--- config.mk ---
export PLATFORM = sky130hd
export DESIGN_NAME = gpio_port_pin_change_events_core
export DESIGN_NICKNAME = d
export VERILOG_FILES = /design/src/sv/gpce_pkg.sv /design/src/sv/gpce_front.sv /design/src/sv/gpce_fifo.sv /design/src/sv/gpce_back.sv /design/src/sv/gpio_port_pin_change_events_core.sv
export SDC_FILE = /design/constraint.sdc
export NUM_CORES = 1
export LEC_CHECK = 0
export BUFFER_PORTS_ARGS = -buffer_cell sky130_fd_sc_hd__buf_2
export CORE_MARGIN = 2
export CORE_UTILIZATION = 52
export DETAILED_ROUTE_END_ITERATION = 10
export HOLD_SLACK_MARGIN = 0.12
export PLACE_DENSITY_LB_ADDON = 0.3
export SYNTH_ARGS = -nofsm -noshare
export SYNTH_HDL_FRONTEND = slang
export SYNTH_SLANG_ARGS = --single-unit
--- constraint.sdc ---
create_clock -name clk -period 14.6 [get_ports clk]
set_input_delay 2.92 -clock clk [delete_from_list [all_inputs] [get_ports clk]]
set_output_delay 2.92 -clock clk [all_outputs]
set_load 0.02 [all_outputs]
--- src/sv/gpce_pkg.sv ---
// ----------------------------------------------------------------------------
// GPIO pin change events: shared package
// Register map, result kinds, request types, the configuration record, the
// job record passed from front to back and the pin mask helper.
// ----------------------------------------------------------------------------
`default_nettype none

package gpce_pkg;

    localparam int DEF_PIN_COUNT = 8;
    localparam int PORT_BITS     = 8;
    localparam int JOB_DEPTH     = 2;
    localparam int ADDR_W        = 5;

    // Register byte addresses
    localparam logic [ADDR_W-1:0] REG_DIR_MASK       = 5'd0;
    localparam logic [ADDR_W-1:0] REG_PULLUP_MASK    = 5'd4;
    localparam logic [ADDR_W-1:0] REG_GROUP_INDEX    = 5'd8;
    localparam logic [ADDR_W-1:0] REG_BATCH_MODE     = 5'd12;
    localparam logic [ADDR_W-1:0] REG_SHARED_HISTORY = 5'd16;

    // Result kinds
    localparam logic [1:0] KIND_PIN   = 2'd0;
    localparam logic [1:0] KIND_BATCH = 2'd1;
    localparam logic [1:0] KIND_ACK   = 2'd2;

    // Request types
    localparam logic REQ_SAMPLE = 1'b0;
    localparam logic REQ_WRITE  = 1'b1;

    typedef struct packed {
        logic [7:0] dir_mask;
        logic [7:0] pullup_mask;
        logic [2:0] group_index;
        logic       batch_mode;
        logic       shared_history;
    } cfg_t;

    // One classified item waiting to be turned into results.
    typedef struct packed {
        logic [1:0] kind;
        logic       shared;
        logic [7:0] change;
        logic [7:0] rise;
        logic [7:0] fall;
        logic [7:0] inlev;
        logic [7:0] pad;
    } job_t;

    function automatic logic [7:0] pin_mask(input int count);
        logic [7:0] m;
        if (count >= PORT_BITS)
            m = 8'hFF;
        else
            m = 8'((32'd1 << count) - 32'd1);
        return m;
    endfunction

endpackage

`default_nettype wire

--- src/sv/gpce_front.sv ---
// ----------------------------------------------------------------------------
// GPIO pin change events: front end
// Accepts items, updates the output latch and last levels, and turns each
// item that gives results into a job record for the back end.
// ----------------------------------------------------------------------------
`default_nettype none

module gpce_front #(
    parameter int PIN_COUNT = gpce_pkg::DEF_PIN_COUNT
) (
    input  wire logic           clk,
    input  wire logic           rst_n,
    input  wire gpce_pkg::cfg_t cfg,
    input  wire logic           in_valid,
    output logic                in_ready,
    input  wire logic           req_type,
    input  wire logic [2:0]     group,
    input  wire logic [7:0]     pin_levels,
    input  wire logic [2:0]     pin_index,
    input  wire logic           bit_value,
    output logic                push,
    output gpce_pkg::job_t      job,
    input  wire logic           full
);

    localparam logic [7:0] PinMask = gpce_pkg::pin_mask(PIN_COUNT);

    logic [7:0] latch_reg, latch_next;
    logic [7:0] levels_reg, levels_next;
    logic       accept;
    logic [7:0] inputs;
    logic [7:0] lev;
    logic [7:0] change;

    assign in_ready = !full;
    assign accept   = in_valid && in_ready;
    assign inputs   = ~cfg.dir_mask & PinMask;
    assign lev      = pin_levels & PinMask;
    assign change   = (lev ^ levels_reg) & PinMask;

    always_comb
    begin
        latch_next  = latch_reg;
        levels_next = levels_reg;
        push        = 1'b0;
        job         = '0;
        if (req_type == gpce_pkg::REQ_WRITE)
        begin
            if (int'(pin_index) < PIN_COUNT)
            begin
                if (bit_value)
                    latch_next = latch_reg | (8'd1 << pin_index);
                else
                    latch_next = latch_reg & ~(8'd1 << pin_index);
            end
            job.kind  = gpce_pkg::KIND_ACK;
            job.inlev = levels_reg & inputs;
            job.pad   = ((latch_next & cfg.dir_mask) | (cfg.pullup_mask & ~cfg.dir_mask))
                        & PinMask;
            push      = accept;
        end
        else if (group == cfg.group_index)
        begin
            levels_next = lev;
            job.kind    = cfg.batch_mode ? gpce_pkg::KIND_BATCH : gpce_pkg::KIND_PIN;
            job.shared  = cfg.shared_history;
            job.change  = change;
            job.rise    = lev & ~levels_reg & inputs;
            job.fall    = ~lev & levels_reg & inputs;
            job.inlev   = lev & inputs;
            job.pad     = ((latch_reg & cfg.dir_mask) | (cfg.pullup_mask & ~cfg.dir_mask))
                          & PinMask;
            // Per-pin mode with nothing changed gives no result at all.
            push        = accept && (cfg.batch_mode || (change != 8'd0));
        end
    end

    always_ff @(posedge clk or negedge rst_n)
    begin
        if (!rst_n)
        begin
            latch_reg  <= '0;
            levels_reg <= '0;
        end
        else if (accept)
        begin
            latch_reg  <= latch_next;
            levels_reg <= levels_next;
        end
    end

endmodule

`default_nettype wire

--- src/sv/gpce_fifo.sv ---
// ----------------------------------------------------------------------------
// GPIO pin change events: job queue
// A short first-in first-out queue of job records between front and back.
// ----------------------------------------------------------------------------
`default_nettype none

module gpce_fifo #(
    parameter int DEPTH = gpce_pkg::JOB_DEPTH
) (
    input  wire logic           clk,
    input  wire logic           rst_n,
    input  wire logic           push,
    input  wire gpce_pkg::job_t wr_job,
    input  wire logic           pop,
    output gpce_pkg::job_t      rd_job,
    output logic                empty,
    output logic                full
);

    localparam int PtrW = (DEPTH > 1) ? $clog2(DEPTH) : 1;
    localparam int CntW = $clog2(DEPTH + 1);

    gpce_pkg::job_t mem [DEPTH];
    logic [PtrW-1:0] wr_ptr_reg, rd_ptr_reg;
    logic [CntW-1:0] count_reg;
    logic            do_push, do_pop;

    assign empty   = (count_reg == '0);
    assign full    = (count_reg == CntW'(DEPTH));
    assign do_push = push && !full;
    assign do_pop  = pop && !empty;
    assign rd_job  = mem[rd_ptr_reg];

    function automatic logic [PtrW-1:0] bump(input logic [PtrW-1:0] p);
        logic [PtrW-1:0] n;
        if (p == PtrW'(DEPTH - 1))
            n = '0;
        else
            n = p + PtrW'(1);
        return n;
    endfunction

    always_ff @(posedge clk)
    begin
        if (do_push)
            mem[wr_ptr_reg] <= wr_job;
    end

    always_ff @(posedge clk or negedge rst_n)
    begin
        if (!rst_n)
        begin
            wr_ptr_reg <= '0;
            rd_ptr_reg <= '0;
            count_reg  <= '0;
        end
        else
        begin
            if (do_push)
                wr_ptr_reg <= bump(wr_ptr_reg);
            if (do_pop)
                rd_ptr_reg <= bump(rd_ptr_reg);
            if (do_push && !do_pop)
                count_reg <= count_reg + CntW'(1);
            else if (do_pop && !do_push)
                count_reg <= count_reg - CntW'(1);
        end
    end

endmodule

`default_nettype wire

--- src/sv/gpce_back.sv ---
// ----------------------------------------------------------------------------
// GPIO pin change events: back end
// Takes one job at a time and issues its results into the output register,
// one per-pin event per cycle while the output is not stalled, lowest changed pin first.
// ----------------------------------------------------------------------------
`default_nettype none

module gpce_back (
    input  wire logic           clk,
    input  wire logic           rst_n,
    input  wire gpce_pkg::job_t rd_job,
    input  wire logic           empty,
    output logic                pop,
    output logic                out_valid,
    input  wire logic           out_ready,
    output logic [1:0]          kind,
    output logic [2:0]          event_pin,
    output logic [7:0]          change_mask,
    output logic [7:0]          rising_mask,
    output logic [7:0]          falling_mask,
    output logic [7:0]          input_levels,
    output logic [7:0]          pad_drive,
    output logic                last
);

    gpce_pkg::job_t cur_reg;
    logic           cur_valid_reg;
    logic [7:0]     rem_reg;

    logic           out_valid_reg;
    logic [1:0]     kind_reg;
    logic [2:0]     pin_reg;
    logic [7:0]     change_reg, rise_reg, fall_reg, inlev_reg, pad_reg;
    logic           last_reg;

    logic           slot_free;
    logic           issue;
    logic [2:0]     low_pin;
    logic [7:0]     low_bit;
    logic [7:0]     rem_next;
    logic [7:0]     hist;
    logic           is_pin;
    logic           fin;

    assign slot_free = !out_valid_reg || out_ready;
    assign issue     = cur_valid_reg && slot_free;
    assign pop       = !cur_valid_reg && !empty;
    assign is_pin    = (cur_reg.kind == gpce_pkg::KIND_PIN);

    always_comb
    begin
        low_pin = '0;
        for (int i = 7; i >= 0; i--)
        begin
            if (rem_reg[i])
                low_pin = 3'(i);
        end
    end

    assign low_bit  = 8'd1 << low_pin;
    assign rem_next = rem_reg & ~low_bit;
    assign hist     = cur_reg.shared ? cur_reg.change : low_bit;
    assign fin      = !is_pin || (rem_next == 8'd0);

    always_ff @(posedge clk or negedge rst_n)
    begin
        if (!rst_n)
        begin
            cur_valid_reg <= 1'b0;
            out_valid_reg <= 1'b0;
        end
        else
        begin
            if (pop)
                cur_valid_reg <= 1'b1;
            else if (issue && fin)
                cur_valid_reg <= 1'b0;
            if (issue)
                out_valid_reg <= 1'b1;
            else if (out_ready)
                out_valid_reg <= 1'b0;
        end
    end

    always_ff @(posedge clk)
    begin
        if (pop)
        begin
            cur_reg <= rd_job;
            rem_reg <= rd_job.change;
        end
        else if (issue)
            rem_reg <= rem_next;
        if (issue)
        begin
            kind_reg   <= cur_reg.kind;
            pin_reg    <= is_pin ? low_pin : 3'd0;
            change_reg <= cur_reg.change;
            rise_reg   <= is_pin ? (cur_reg.rise & hist) : cur_reg.rise;
            fall_reg   <= is_pin ? (cur_reg.fall & hist) : cur_reg.fall;
            inlev_reg  <= cur_reg.inlev;
            pad_reg    <= cur_reg.pad;
            last_reg   <= fin;
        end
    end

    assign out_valid    = out_valid_reg;
    assign kind         = kind_reg;
    assign event_pin    = pin_reg;
    assign change_mask  = change_reg;
    assign rising_mask  = rise_reg;
    assign falling_mask = fall_reg;
    assign input_levels = inlev_reg;
    assign pad_drive    = pad_reg;
    assign last         = last_reg;

    // A per-pin event always names a pin that is in its change mask.
    assert property (@(posedge clk) disable iff (!rst_n)
        (out_valid_reg && kind_reg == gpce_pkg::KIND_PIN) |-> change_mask[pin_reg])
        else $error("per-pin event names an unchanged pin");

    // Acknowledges and batch events are single results.
    assert property (@(posedge clk) disable iff (!rst_n)
        (out_valid_reg && (kind_reg == gpce_pkg::KIND_ACK || kind_reg == gpce_pkg::KIND_BATCH))
        |-> last_reg)
        else $error("single result without last");

    // An acknowledge carries no change information.
    assert property (@(posedge clk) disable iff (!rst_n)
        (out_valid_reg && kind_reg == gpce_pkg::KIND_ACK)
        |-> (change_reg == 8'd0 && rise_reg == 8'd0 && fall_reg == 8'd0))
        else $error("acknowledge carries change masks");

    // Rising and falling pins are always a subset of the changed pins.
    assert property (@(posedge clk) disable iff (!rst_n)
        out_valid_reg |-> (((rise_reg | fall_reg) & ~change_reg) == 8'd0))
        else $error("edge mask outside change mask");

endmodule

`default_nettype wire

--- src/sv/gpio_port_pin_change_events_core.sv ---
// ----------------------------------------------------------------------------
// GPIO port with pin change events: top level
// Eight-pin port with output latch, pull-ups and pin change event reporting.
// ----------------------------------------------------------------------------
//
//  Channel   Direction  Contents
//  s_axis    in         tuser: req_type; tdata: group, pin_levels, pin_index,
//                       bit_value
//  m_axis    out        tuser: kind; tdata: event_pin, change_mask,
//                       rising_mask, falling_mask, input_levels, pad_drive;
//                       tlast: last
//  apb       in/out     dir_mask, pullup_mask, group_index, batch_mode,
//                       shared_history at byte addresses 0, 4, 8, 12, 16
//
// The front end classifies an item in the cycle it is accepted and queues a
// job; the back end then loads the job and issues its results, one per cycle
// while the output register can take them. A sample that gives no result
// queues no job, and no new job is loaded until the last result of the
// current one is issued. The back end's load step plus its issue loop sets
// the sustained rate. A two-entry job queue and the output register let the
// input keep accepting while results wait on m_axis_tready.
// Reset is asynchronous and active low; it clears the latch, the last
// levels, the configuration and all valid flags. No clearing pass is needed.
// ----------------------------------------------------------------------------
`default_nettype none

module gpio_port_pin_change_events_core #(
    parameter int PIN_COUNT = gpce_pkg::DEF_PIN_COUNT
) (
    input  wire logic                        clk,
    input  wire logic                        rst_n,
    // Input item stream
    input  wire logic                        s_axis_tvalid,
    output logic                             s_axis_tready,
    input  wire logic [15:0]                 s_axis_tdata,  // group[2:0], pin_levels[10:3],
                                                            // pin_index[13:11],
                                                            // bit_value[14], zero[15]
    input  wire logic                        s_axis_tuser,  // req_type[0]
    // Result item stream
    output logic                             m_axis_tvalid,
    input  wire logic                        m_axis_tready,
    output logic [47:0]                      m_axis_tdata,  // event_pin[2:0],
                                                            // change_mask[10:3],
                                                            // rising_mask[18:11],
                                                            // falling_mask[26:19],
                                                            // input_levels[34:27],
                                                            // pad_drive[42:35], zero[47:43]
    output logic [1:0]                       m_axis_tuser,  // kind[1:0]
    output logic                             m_axis_tlast,
    // Configuration port
    input  wire logic                        psel,
    input  wire logic                        penable,
    input  wire logic                        pwrite,
    input  wire logic [gpce_pkg::ADDR_W-1:0] paddr,
    input  wire logic [31:0]                 pwdata,
    output logic [31:0]                      prdata,
    output logic                             pready
);

    gpce_pkg::cfg_t cfg_reg;
    gpce_pkg::job_t push_job, pop_job;
    logic           push, pop, q_empty, q_full;
    logic           cfg_write;

    logic [2:0]     event_pin;
    logic [7:0]     change_mask, rising_mask, falling_mask, input_levels, pad_drive;

    // Configuration registers: written on the access cycle of an APB write.
    assign pready    = 1'b1;
    assign cfg_write = psel && penable && pwrite && pready;

    always_ff @(posedge clk or negedge rst_n)
    begin
        if (!rst_n)
            cfg_reg <= '0;
        else if (cfg_write)
        begin
            case (paddr)
                gpce_pkg::REG_DIR_MASK:       cfg_reg.dir_mask       <= pwdata[7:0];
                gpce_pkg::REG_PULLUP_MASK:    cfg_reg.pullup_mask    <= pwdata[7:0];
                gpce_pkg::REG_GROUP_INDEX:    cfg_reg.group_index    <= pwdata[2:0];
                gpce_pkg::REG_BATCH_MODE:     cfg_reg.batch_mode     <= pwdata[0];
                gpce_pkg::REG_SHARED_HISTORY: cfg_reg.shared_history <= pwdata[0];
                default: ;
            endcase
        end
    end

    // Read-back of the register selected by paddr.
    always_comb
    begin
        case (paddr)
            gpce_pkg::REG_DIR_MASK:       prdata = {24'd0, cfg_reg.dir_mask};
            gpce_pkg::REG_PULLUP_MASK:    prdata = {24'd0, cfg_reg.pullup_mask};
            gpce_pkg::REG_GROUP_INDEX:    prdata = {29'd0, cfg_reg.group_index};
            gpce_pkg::REG_BATCH_MODE:     prdata = {31'd0, cfg_reg.batch_mode};
            gpce_pkg::REG_SHARED_HISTORY: prdata = {31'd0, cfg_reg.shared_history};
            default:                      prdata = 32'd0;
        endcase
    end

    // Front end: accepts and classifies items, owns the latch and last levels.
    gpce_front #(
        .PIN_COUNT (PIN_COUNT)
    ) u_front (
        .clk        (clk),
        .rst_n      (rst_n),
        .cfg        (cfg_reg),
        .in_valid   (s_axis_tvalid),
        .in_ready   (s_axis_tready),
        .req_type   (s_axis_tuser),
        .group      (s_axis_tdata[2:0]),
        .pin_levels (s_axis_tdata[10:3]),
        .pin_index  (s_axis_tdata[13:11]),
        .bit_value  (s_axis_tdata[14]),
        .push       (push),
        .job        (push_job),
        .full       (q_full)
    );

    // Job queue between the two halves.
    gpce_fifo #(
        .DEPTH (gpce_pkg::JOB_DEPTH)
    ) u_fifo (
        .clk    (clk),
        .rst_n  (rst_n),
        .push   (push),
        .wr_job (push_job),
        .pop    (pop),
        .rd_job (pop_job),
        .empty  (q_empty),
        .full   (q_full)
    );

    // Back end: expands each job into its results.
    gpce_back u_back (
        .clk          (clk),
        .rst_n        (rst_n),
        .rd_job       (pop_job),
        .empty        (q_empty),
        .pop          (pop),
        .out_valid    (m_axis_tvalid),
        .out_ready    (m_axis_tready),
        .kind         (m_axis_tuser),
        .event_pin    (event_pin),
        .change_mask  (change_mask),
        .rising_mask  (rising_mask),
        .falling_mask (falling_mask),
        .input_levels (input_levels),
        .pad_drive    (pad_drive),
        .last         (m_axis_tlast)
    );

    assign m_axis_tdata = {5'd0, pad_drive, input_levels, falling_mask, rising_mask,
                           change_mask, event_pin};

endmodule

`default_nettype wire

== Word-level counts from Yosys, hierarchy flattened ==
Memory sizes are Yosys's and may differ from the RTL's.
Cells that the tools add are included.

* Muxes and demuxes: 33
* Bitwise operators: 23
* Add/sub/neg operators: 4
* Equality and inequality tests: 6
* Reductions and logical operators: 37
* Shift operators: 2

{| class="wikitable"
|+ Operator list
! cell !! count
|-
| 8-bit AND || 13
|-
| 8-bit two-way mux || 7
|-
| 43-bit two-way mux || 1
|-
| 8-bit inverter || 5
|-
| 8-bit case mux with 5 select lines || 1
|-
| 25-bit two-way mux || 1
|-
| 3-bit two-way mux || 8
|-
| 8-bit OR || 3
|-
| 16-bit two-way mux || 1
|-
| 1-bit by 3-bit << shifter with 8-bit output, first input constant || 2
|-
| 2-bit AND reduction || 6
|-
| 1-bit logical AND || 11
|-
| 1-bit two-way mux || 11
|-
| 5-bit by 4-bit == test with 1-bit output, second input constant || 2
|-
| 8-bit logical NOT || 1
|-
| 2-bit nonzero test || 4
|-
| 8-bit nonzero test || 1
|-
| 8-bit bitwise XOR || 1
|-
| 1-bit logical NOT || 7
|-
| 2-bit two-way mux || 3
|-
| 5-bit by 3-bit == test with 1-bit output, second input constant || 1
|-
| 5-bit == test, second input constant || 1
|-
| 5-bit logical NOT || 1
|-
| 2-bit logical NOT || 2
|-
| 8 further kinds || 11
|}

* Bits of input ports: 61
* Word-level logic and storage cells: 134
* RAM bits: 86
* Memories: 1
* Bits in registers: 140

{| class="wikitable"
|+ Memories
! memory !! depth !! bits a word !! rd ports !! clocked after memory_dff !! wr ports !! line !! text
|-
| u_fifo.mem || 2 || 43 || 1 || 0 || 1 || gpce_fifo.sv:23 || <nowiki>gpce_pkg::job_t mem [DEPTH];</nowiki>
|}

== Longest topological paths before layout ==
Gate-level depths: netlist of the first run.

* Word-level depth: 16
* Mapped depth: 10

== Cells and area by module ==
From an unflattened synthesis of the first run, not the netlist that was laid out.

* Cells, all modules: 658
* Area, all modules: 10,103.4 um^2

{| class="wikitable"
|+ By module, submodules not included
! module !! cells an instance !! instances !! area each (um^2)
|-
| gpce_back || 204 || 1 || 3,599.7
|-
| gpce_fifo || 153 || 1 || 3,500.9
|-
| gpce_front || 190 || 1 || 1,727.9
|-
| gpio_port_pin_change_events_core || 111 || 1 || 1,275.0
|}

== Least setup slack after synthesis of the first run ==
OpenSTA, ideal clock, no wires.

* Path kind: input port to flip-flop
* Start point: in s_axis_tdata[1]
* End point: mem u_fifo.mem[0][0] in the netlist's numbering (enable)
* Setup time: 497 ps
* Cell stages on the path: 5
* Path slack: 7,471 ps
* Data arrival time: 6,632 ps
* Data required time: 14,103 ps
* Path through: xnor2_1 > and3_1 > clkbuf_1 > a21oi_1 > nor3_1

* Cells in the longest elaborated chain, start to end: 6

{| class="wikitable"
|+ RTL lines
! element !! line !! text
|-
| start: declaration || gpio_port_pin_change_events_core.sv:35 || <nowiki>input wire logic [15:0] s_axis_tdata,</nowiki>
|-
| 3-bit == test || gpce_front.sv:62 || <nowiki>else if (group == cfg.group_index)</nowiki>
|-
| 1-bit two-way mux || gpce_front.sv:62 ||
|-
| 1-bit two-way mux || gpce_front.sv:47 || <nowiki>if (req_type == gpce_pkg::REQ_WRITE)</nowiki>
|-
| 1-bit logical AND || gpce_fifo.sv:30 || <nowiki>assign do_push = push && !full;</nowiki>
|-
| 1-bit two-way mux || gpce_fifo.sv:45 || <nowiki>if (do_push)</nowiki>
|-
| 1-bit two-way mux (implied by the code) || gpce_fifo.sv:46 || <nowiki>mem[wr_ptr_reg] <= wr_job;</nowiki>
|-
| end: declaration || gpce_fifo.sv:23 ||
|}

Every way passes these cells.

== Worst setup path in the final report of the first run ==
* Start point: in paddr[1] in the netlist's numbering
* End point: out prdata[1]

* Cells in the longest elaborated chain, start to end: 2
* Elaborated cells between the ends (all ways): 6

{| class="wikitable"
|+ RTL lines
! element !! line !! text
|-
| start: declaration || gpio_port_pin_change_events_core.sv:54 || <nowiki>input wire logic [gpce_pkg::ADDR_W-1:0] paddr,</nowiki>
|-
| 5-bit == test, or another cell as far along || gpio_port_pin_change_events_core.sv:92 || <nowiki>case (paddr)</nowiki>
|-
| 8-bit case mux with 5 select lines (*) || gpio_port_pin_change_events_core.sv:92 ||
|-
| end: declaration || gpio_port_pin_change_events_core.sv:56 || <nowiki>output logic [31:0] prdata,</nowiki>
|}

Mark *: on every way between the ends. The rest lies on a longest branch, timed or not.

==> summary.md, run 1 <==
| Metric | Value |
|---|---|
| Max reg flops | 86 |
| Ys flop type | edfxtp_1 |
| Initial antenna violation count | 1 |
| Number of synthesized flops with an enable pin | 183 |
| Leading area contributor after synthesis | edfxtp_1 |
| Synthesized area | 0.00975 mm² |
| Crit-path max FO | 8 |
| Post-DP HPWL | 12.9 mm |
| Slew HR | 31.3% |
| Mean Syn Cell Area | 14.6 µm² |
| H-Tree Depth | 1 |
| Die ar. | 0.0199 mm² |
| Syn Inst Count | 667 |
| Worst setup SP type | input pin |
| Routed WL | 18.9 mm |
| Seq/Total Area, Yosys | 67.4% |
| Pwr dens | 197 mW/mm² |
| Clock power frac | 25.5% |
| Vias | 5583 |
| Worst Skew | 14.1 ps |
| Status | complete, no violations |
| Reg-to-Reg End | u_back.rem_reg[3] |
| Vias per cell | 5.50 |
| TritonCTS Sinks | 226 |
| Internal power consumption | 1.48 mW |
| Synth async-reset ratio | 19.0% |
| PortBufs | 91 |
| Initial Utilization | 52.6% |
| Post-route ant nets | 0 |
| Total negative slack | 0 ps |
| Post-cts hold buffer count | 0 |
| Switching power | 0.685 mW |
| Sequential Power Share | 48.7% |
| Tmin final | 7400 ps |
| Grt ovf | 0 |
| Total GRT Usage | 19.1% |
| Final-report hold violation count | 0 |
| Ys Warns | 0 |
| Crit path DAT | 4480 ps |
| Switching Fraction | 31.6% |
| RSZ-0062 raised after global routing | false |
| Share of cells above drive strength 1 | 28.0% |
| Hold Crit Start | u_back.cur_reg[6] |
| Synth top area share | 56.4% |
| F_max | 135 MHz |
| Max Slew Vio Count | 0 |
| R2R depth | 5 |
| Maxcap violations | 0 |
| Layout area overhead | 13.2% |
| Clock Tree Buf Depth | 3 |
| Final Wtd Congestion | 0.809 |
| Final Cycle Share | 50.7% |
| First-pass GRT wire length | 29.8 mm |
| WP data required | 11680 ps |
| Hold path depth | 0 |
| Inserted Clock Buffers | 24 |
| Die Y | 141 µm |
| # IOs | 147 |
| Post-CTS resize count | 0 |
| Largest net degree at the start of global routing | 45 |
| Routed length per instance | 18.6 µm |
| Vias in the first global route | 5835 |
| Core area | 0.0185 mm² |
| Cell area after layout | 0.0110 mm² |
| Cell variety after synth | 61 |
| Root Driver | clkbuf_16 |
| Count leader, synth | edfxtp_1 |
| #FFs+latches synth | 226 |
| CP Capture Type | primary output |
| Main area contributors after synthesis | edfxtp_1 56%, dfrtp_1 11%, mux2_2 8.5% |
| Post-CTS setup buffers | 0 |
| DRT iter0 DRCs | 350 |
| Placed cell area | 0.0103 mm² |
| Remaining DRCs | 0 |
| Worst-margin pin slew | 1030 ps |
| Max VDD drop | 0.0747 mV |
| Hold Path Class | flip-flop to flip-flop |
| Finish-stage setup viols | 0 |
| Hold Path Sink | u_back.pad_drive[6] |
| Die width | 141 µm |
| Row cnt | 50 |
| Leak Pwr | 4.32 nW |
| Worst-path clk slew | 60 ps |
| Flop-to-flop setup slack | 11920 ps |
| Initial DRT Pass Iterations | 5 |
| Worst r2r src | u_fifo.count_reg[0] |
| Clock Latency Late Sink | 510 ps |
| Post-synth top cells | 183 x edfxtp_1, 74 x mux2_2, 43 x dfrtp_1, 36 x nor2_1, 33 x buf_4 |
| NumNets Final | 841 |
| CTS tree | done |
| Comb power frac | 25.8% |
| Crit path kind | input pin to primary output |
==> through the flow <==
step	utilization [%]	worst slack, ps	cells	power, mW	hold WS (ps)
after floorplan	-	7470	695	1.46	400
after global placement	55.7	7220	971	1.59	405
after detailed placement	55.7	7170	971	1.63	405
after CTS	59.6	7180	1015	2.18	416
after global routing	59.6	7050	1015	2.28	423
final	59.6	7200	1016	2.17	416
==> worst max-delay path by stage <==
stage | from | endpoint | depth (start not counted)
after floorplan | s_axis_tdata[1] | u_fifo.mem[0][0] | 5
after global placement | paddr[1] | prdata[2] | 6
after detailed placement | paddr[1] | prdata[1] | 6
after CTS | paddr[1] | prdata[1] | 6
after global routing | paddr[1] | prdata[1] | 6
final | paddr[1] | prdata[1] | 6
==> cells in the final DEF (no fill, tap or decap), types with 10 or more instances in the layout <==
cell type    n
buf_2       91
nand3_1     13
a21oi_1     25
ha_1        17
edfxtp_1   183
o21ai_0     10
conb_1      30
dfrtp_1     43
nand2b_1    15
nor2_1      36
and2_1      11
nand2_1     31
clkbuf_16   25
inv_1       25
mux2_2      74
nor3b_1     16
mux2i_1     17
==> power groups by stage <==
stage | Clock [mW] | Sequential [mW] | Combinational [mW]
global route | 0.590 | 1.08 | 0.611
finish | 0.552 | 1.06 | 0.560
global placement | 0 | 1.06 | 0.539
floorplan | 0 | 1.10 | 0.357
CTS | 0.562 | 1.05 | 0.565
detailed placement | 0 | 1.07 | 0.560
==> worst max-delay path: stages <==
cell      delay, ps
buf_2           140
nor4_2          350
nor2b_1         580
a222oi_1        230
inv_1            90
buf_2           160
==> area by class of cell <==
cell class / instances / area (µm²)
clock inverters: 11 / 47.5
fillers: 1418 / 7480
repair buffers: 99 / 515
inverters: 27 / 101
clock buffers: 33 / 676
flip-flops and latches: 226 / 6570
multi-input cells: 385 / 2830
well taps: 234 / 293
diodes: 1 / 2.50
==> cell families after synthesis <==
logic type / after synthesis / synth area share (%)
other: 2 / 0.0770
adder cells (fa/ha/maj): 17 / 2.18
XOR/XNOR: 7 / 0.629
AO/OA/AOI/OAI: 79 / 5.63
buffers and inverters: 84 / 4.76
flip-flops: 226 / 67.4
multiplexers: 91 / 10.3
AND/OR/NAND/NOR: 161 / 9.01
==> metal layers <==
layer | wire, µm | GRT usage, % | vias up
met3 | 1090 | 3.97 | 40
met1 | 7700 | 23.5 | 2750
met4 | 526 | 7.37 | 0
met2 | 9620 | 33.4 | 183
li1 | - | - | 2610
met5 | 0 | 0 | -
Power figures use the tool's default switching activity.
==> inputs of run 2 (changes only) <==
- ABC_AREA: default -> 1
- clock period: 14.6 -> 7.1 ns (I/O delays scaled with it)
==> summary.md, run 2 <==
| Metric | Value |
|---|---|
| TritonCTS Sinks | 226 |
| Post-CTS resize count | 0 |
| Slew HR | 33.9% |
| Largest net degree at the start of global routing | 60 |
| Status | complete, no violations |
| Switching Fraction | 34.5% |
| Crit path DAT | 2650 ps |
| Leak Pwr | 4.68 nW |
| F_max | 245 MHz |
| First-pass GRT wire length | 29.6 mm |
| # IOs | 147 |
| PortBufs | 91 |
| DRT iter0 DRCs | 595 |
| Post-route ant nets | 0 |
| Syn Inst Count | 877 |
| RSZ-0062 raised after global routing | false |
| WP data required | 5680 ps |
| Final hold slack | 418 ps |
| Synthesized area | 0.00962 mm² |
| Post-synth top cells | 267 x nand2_1, 183 x edfxtp_1, 93 x inv_1, 71 x nor2_1, 56 x o21ai_0 |
| Worst setup SP type | input pin |
| CP Capture Type | primary output |
| Seq/Total Area, Yosys | 68.3% |
| H-Tree Depth | 1 |
| Fin util | 60.3% |
| Mean Syn Cell Area | 11.0 µm² |
| Clock Tree Buf Depth | 3 |
| Initial DRT Pass Iterations | 5 |
| Maxcap violations | 0 |
| Total GRT Usage | 18.9% |
| Worst r2r src | u_front.levels_reg[3] |
| Comb power frac | 27.8% |
| Sequential Power Share | 48.5% |
| Root Driver | clkbuf_16 |
| Die width | 140 µm |
| Internal power consumption | 2.97 mW |
| # diodes | 0 |
| Max VDD drop | 0.228 mV |
| Reg-to-Reg End | u_fifo.count_reg[1] |
| Tmin final | 4070 ps |
| Vias | 6186 |
| Most common cell after layout, fill and taps aside | nand2_1 |
| Crit-path max FO | 6 |
| Number of synthesized flops with an enable pin | 183 |
| Hold Path Class | flip-flop to flip-flop |
| Worst-path clk slew | 60 ps |
| Vias in the first global route | 5822 |
| Initial Utilization | 53.3% |
| Layout area overhead | 13.0% |
| Die Y | 140 µm |
| Leading area contributor after synthesis | edfxtp_1 |
| Ys flop type | edfxtp_1 |
| Max reg flops | 86 |
| Vias per cell | 5.07 |
| Row cnt | 49 |
| Final-report hold violation count | 0 |
| Synth top area share | 57.2% |
| Share of cells above drive strength 1 | 14.7% |
| Main area contributors after synthesis | edfxtp_1 57%, dfrtp_1 11%, nand2_1 10% |
| Die ar. | 0.0196 mm² |
| R2R depth | 10 |
| Initial antenna violation count | 1 |
| Clock power frac | 23.6% |
| #FFs+latches synth | 226 |
| Pwr dens | 417 mW/mm² |
| Switching power | 1.56 mW |
| Cell variety after synth | 37 |
| Routed WL | 18.6 mm |
| Remaining DRCs | 0 |
| Hold path depth | 0 |
| Flop-to-flop setup slack | 4610 ps |
| Total negative slack | 0 ps |
| Total power | 4.53 mW |
| CTS tree | done |
| Post-DP HPWL | 12.7 mm |
| Clock Latency Late Sink | 500 ps |
| Routed length per instance | 15.3 µm |
| Inserted Clock Buffers | 23 |
| Most frequent cells in the layout | 267 x nand2_1, 183 x edfxtp_1, 92 x inv_1, 91 x buf_2, 69 x nor2_1 |
| Synth async-reset ratio | 19.0% |
| Worst Skew | 12.3 ps |
| Final Wtd Congestion | 0.854 |
| NumNets Final | 1053 |
| Final Cycle Share | 57.4% |
| Ys Warns | 0 |
| Crit path kind | input pin to primary output |
| Max Slew Vio Count | 0 |
| Core area | 0.0180 mm² |
| Worst-margin pin slew | 992 ps |
| Post-cts hold buffer count | 0 |
| Hold Crit Start | u_back.cur_reg[8] |
| Post-CTS setup buffers | 0 |
| Count leader, synth | nand2_1 |
| Grt ovf | 0 |
| Finish-stage setup viols | 0 |
| Hold Path Sink | u_back.input_levels[0] |
## run 2: changes by cell type in the layout (fill, tap and decap cells not counted), sizes merged, moves of 11 or more
cell    previous run  this run
nand2b            15         0
inv               25        96
mux2i             17         1
and2              11         0
nor2              37        75
nor3b             16         0
mux2              74         0
o21ai             11        57
nand2             31       268
## run 2: metrics by stage
stage,instances,worst slack (ps),cell area [µm²]
after floorplan,905,2730,9720
after detailed placement,1179,3050,10200
after global routing,1220,2890,10900
after global placement,1179,3040,10200
final,1220,3030,10900
after CTS,1220,3030,10900
## run 2: worst max-delay path by stage
stage / from / end / slack, ps / cells after the start
5_1_grt: paddr[1] / prdata[1] / 2890 / 7
2_1_floorplan: s_axis_tdata[5] / u_fifo.mem[1][0] / 2730 / 7
6_report: paddr[1] / prdata[1] / 3030 / 7
3_5_place_dp: paddr[1] / prdata[1] / 3050 / 7
3_3_place_gp: paddr[1] / prdata[1] / 3040 / 7
4_1_cts: paddr[1] / prdata[1] / 3030 / 7
## run 2: power groups by stage
| stage | clock, mW | sequential, mW | combinational [mW] |
|---|---|---|---|
| finish | 1.07 | 2.20 | 1.26 |
| global route | 1.14 | 2.24 | 1.41 |
| floorplan | 0 | 2.35 | 0.722 |
| CTS | 1.08 | 2.20 | 1.28 |
| global placement | 0 | 2.20 | 1.23 |
| detailed placement | 0 | 2.22 | 1.27 |
## run 2: layer usage
| layer | vias to the layer above | global-route usage, % | routed length [µm] |
|---|---|---|---|
| met5 | - | 0 | 0 |
| met3 | 30 | 2.77 | 1260 |
| met1 | 2870 | 25.9 | 8000 |
| li1 | 3040 | - | - |
| met4 | 0 | 5.42 | 343 |
| met2 | 246 | 31.9 | 9030 |
## run 2: cell type report
| class | count | area [µm²] |
|---|---|---|
| fillers | 1490 | 7160 |
| flip-flops and latches | 226 | 6570 |
| multi-input cells | 530 | 2490 |
| clock buffers | 32 | 609 |
| repair buffers | 97 | 500 |
| inverters | 97 | 364 |
| well taps | 229 | 287 |
| clock inverters | 9 | 42.5 |
## run 2: critical path, stage by stage
cell      delay (ps)
buf_2            110
nor2_4           150
nand3_1          110
nor2_1           270
inv_1            190
o211ai_1         210
buf_2            190
## run 2: cells by family after synthesis
group                      Yosys count  synth area share, %
and+or+nand+nor                    372                 15.4
AOI/OAI and AO/OA                  104                 6.17
xor gates and xnor gates             6                0.547
adders and majority gates           17                 2.21
other                                2               0.0781
muxes                                1                0.104
buffers and inverters              149                 7.13
DFF                                226                 68.3
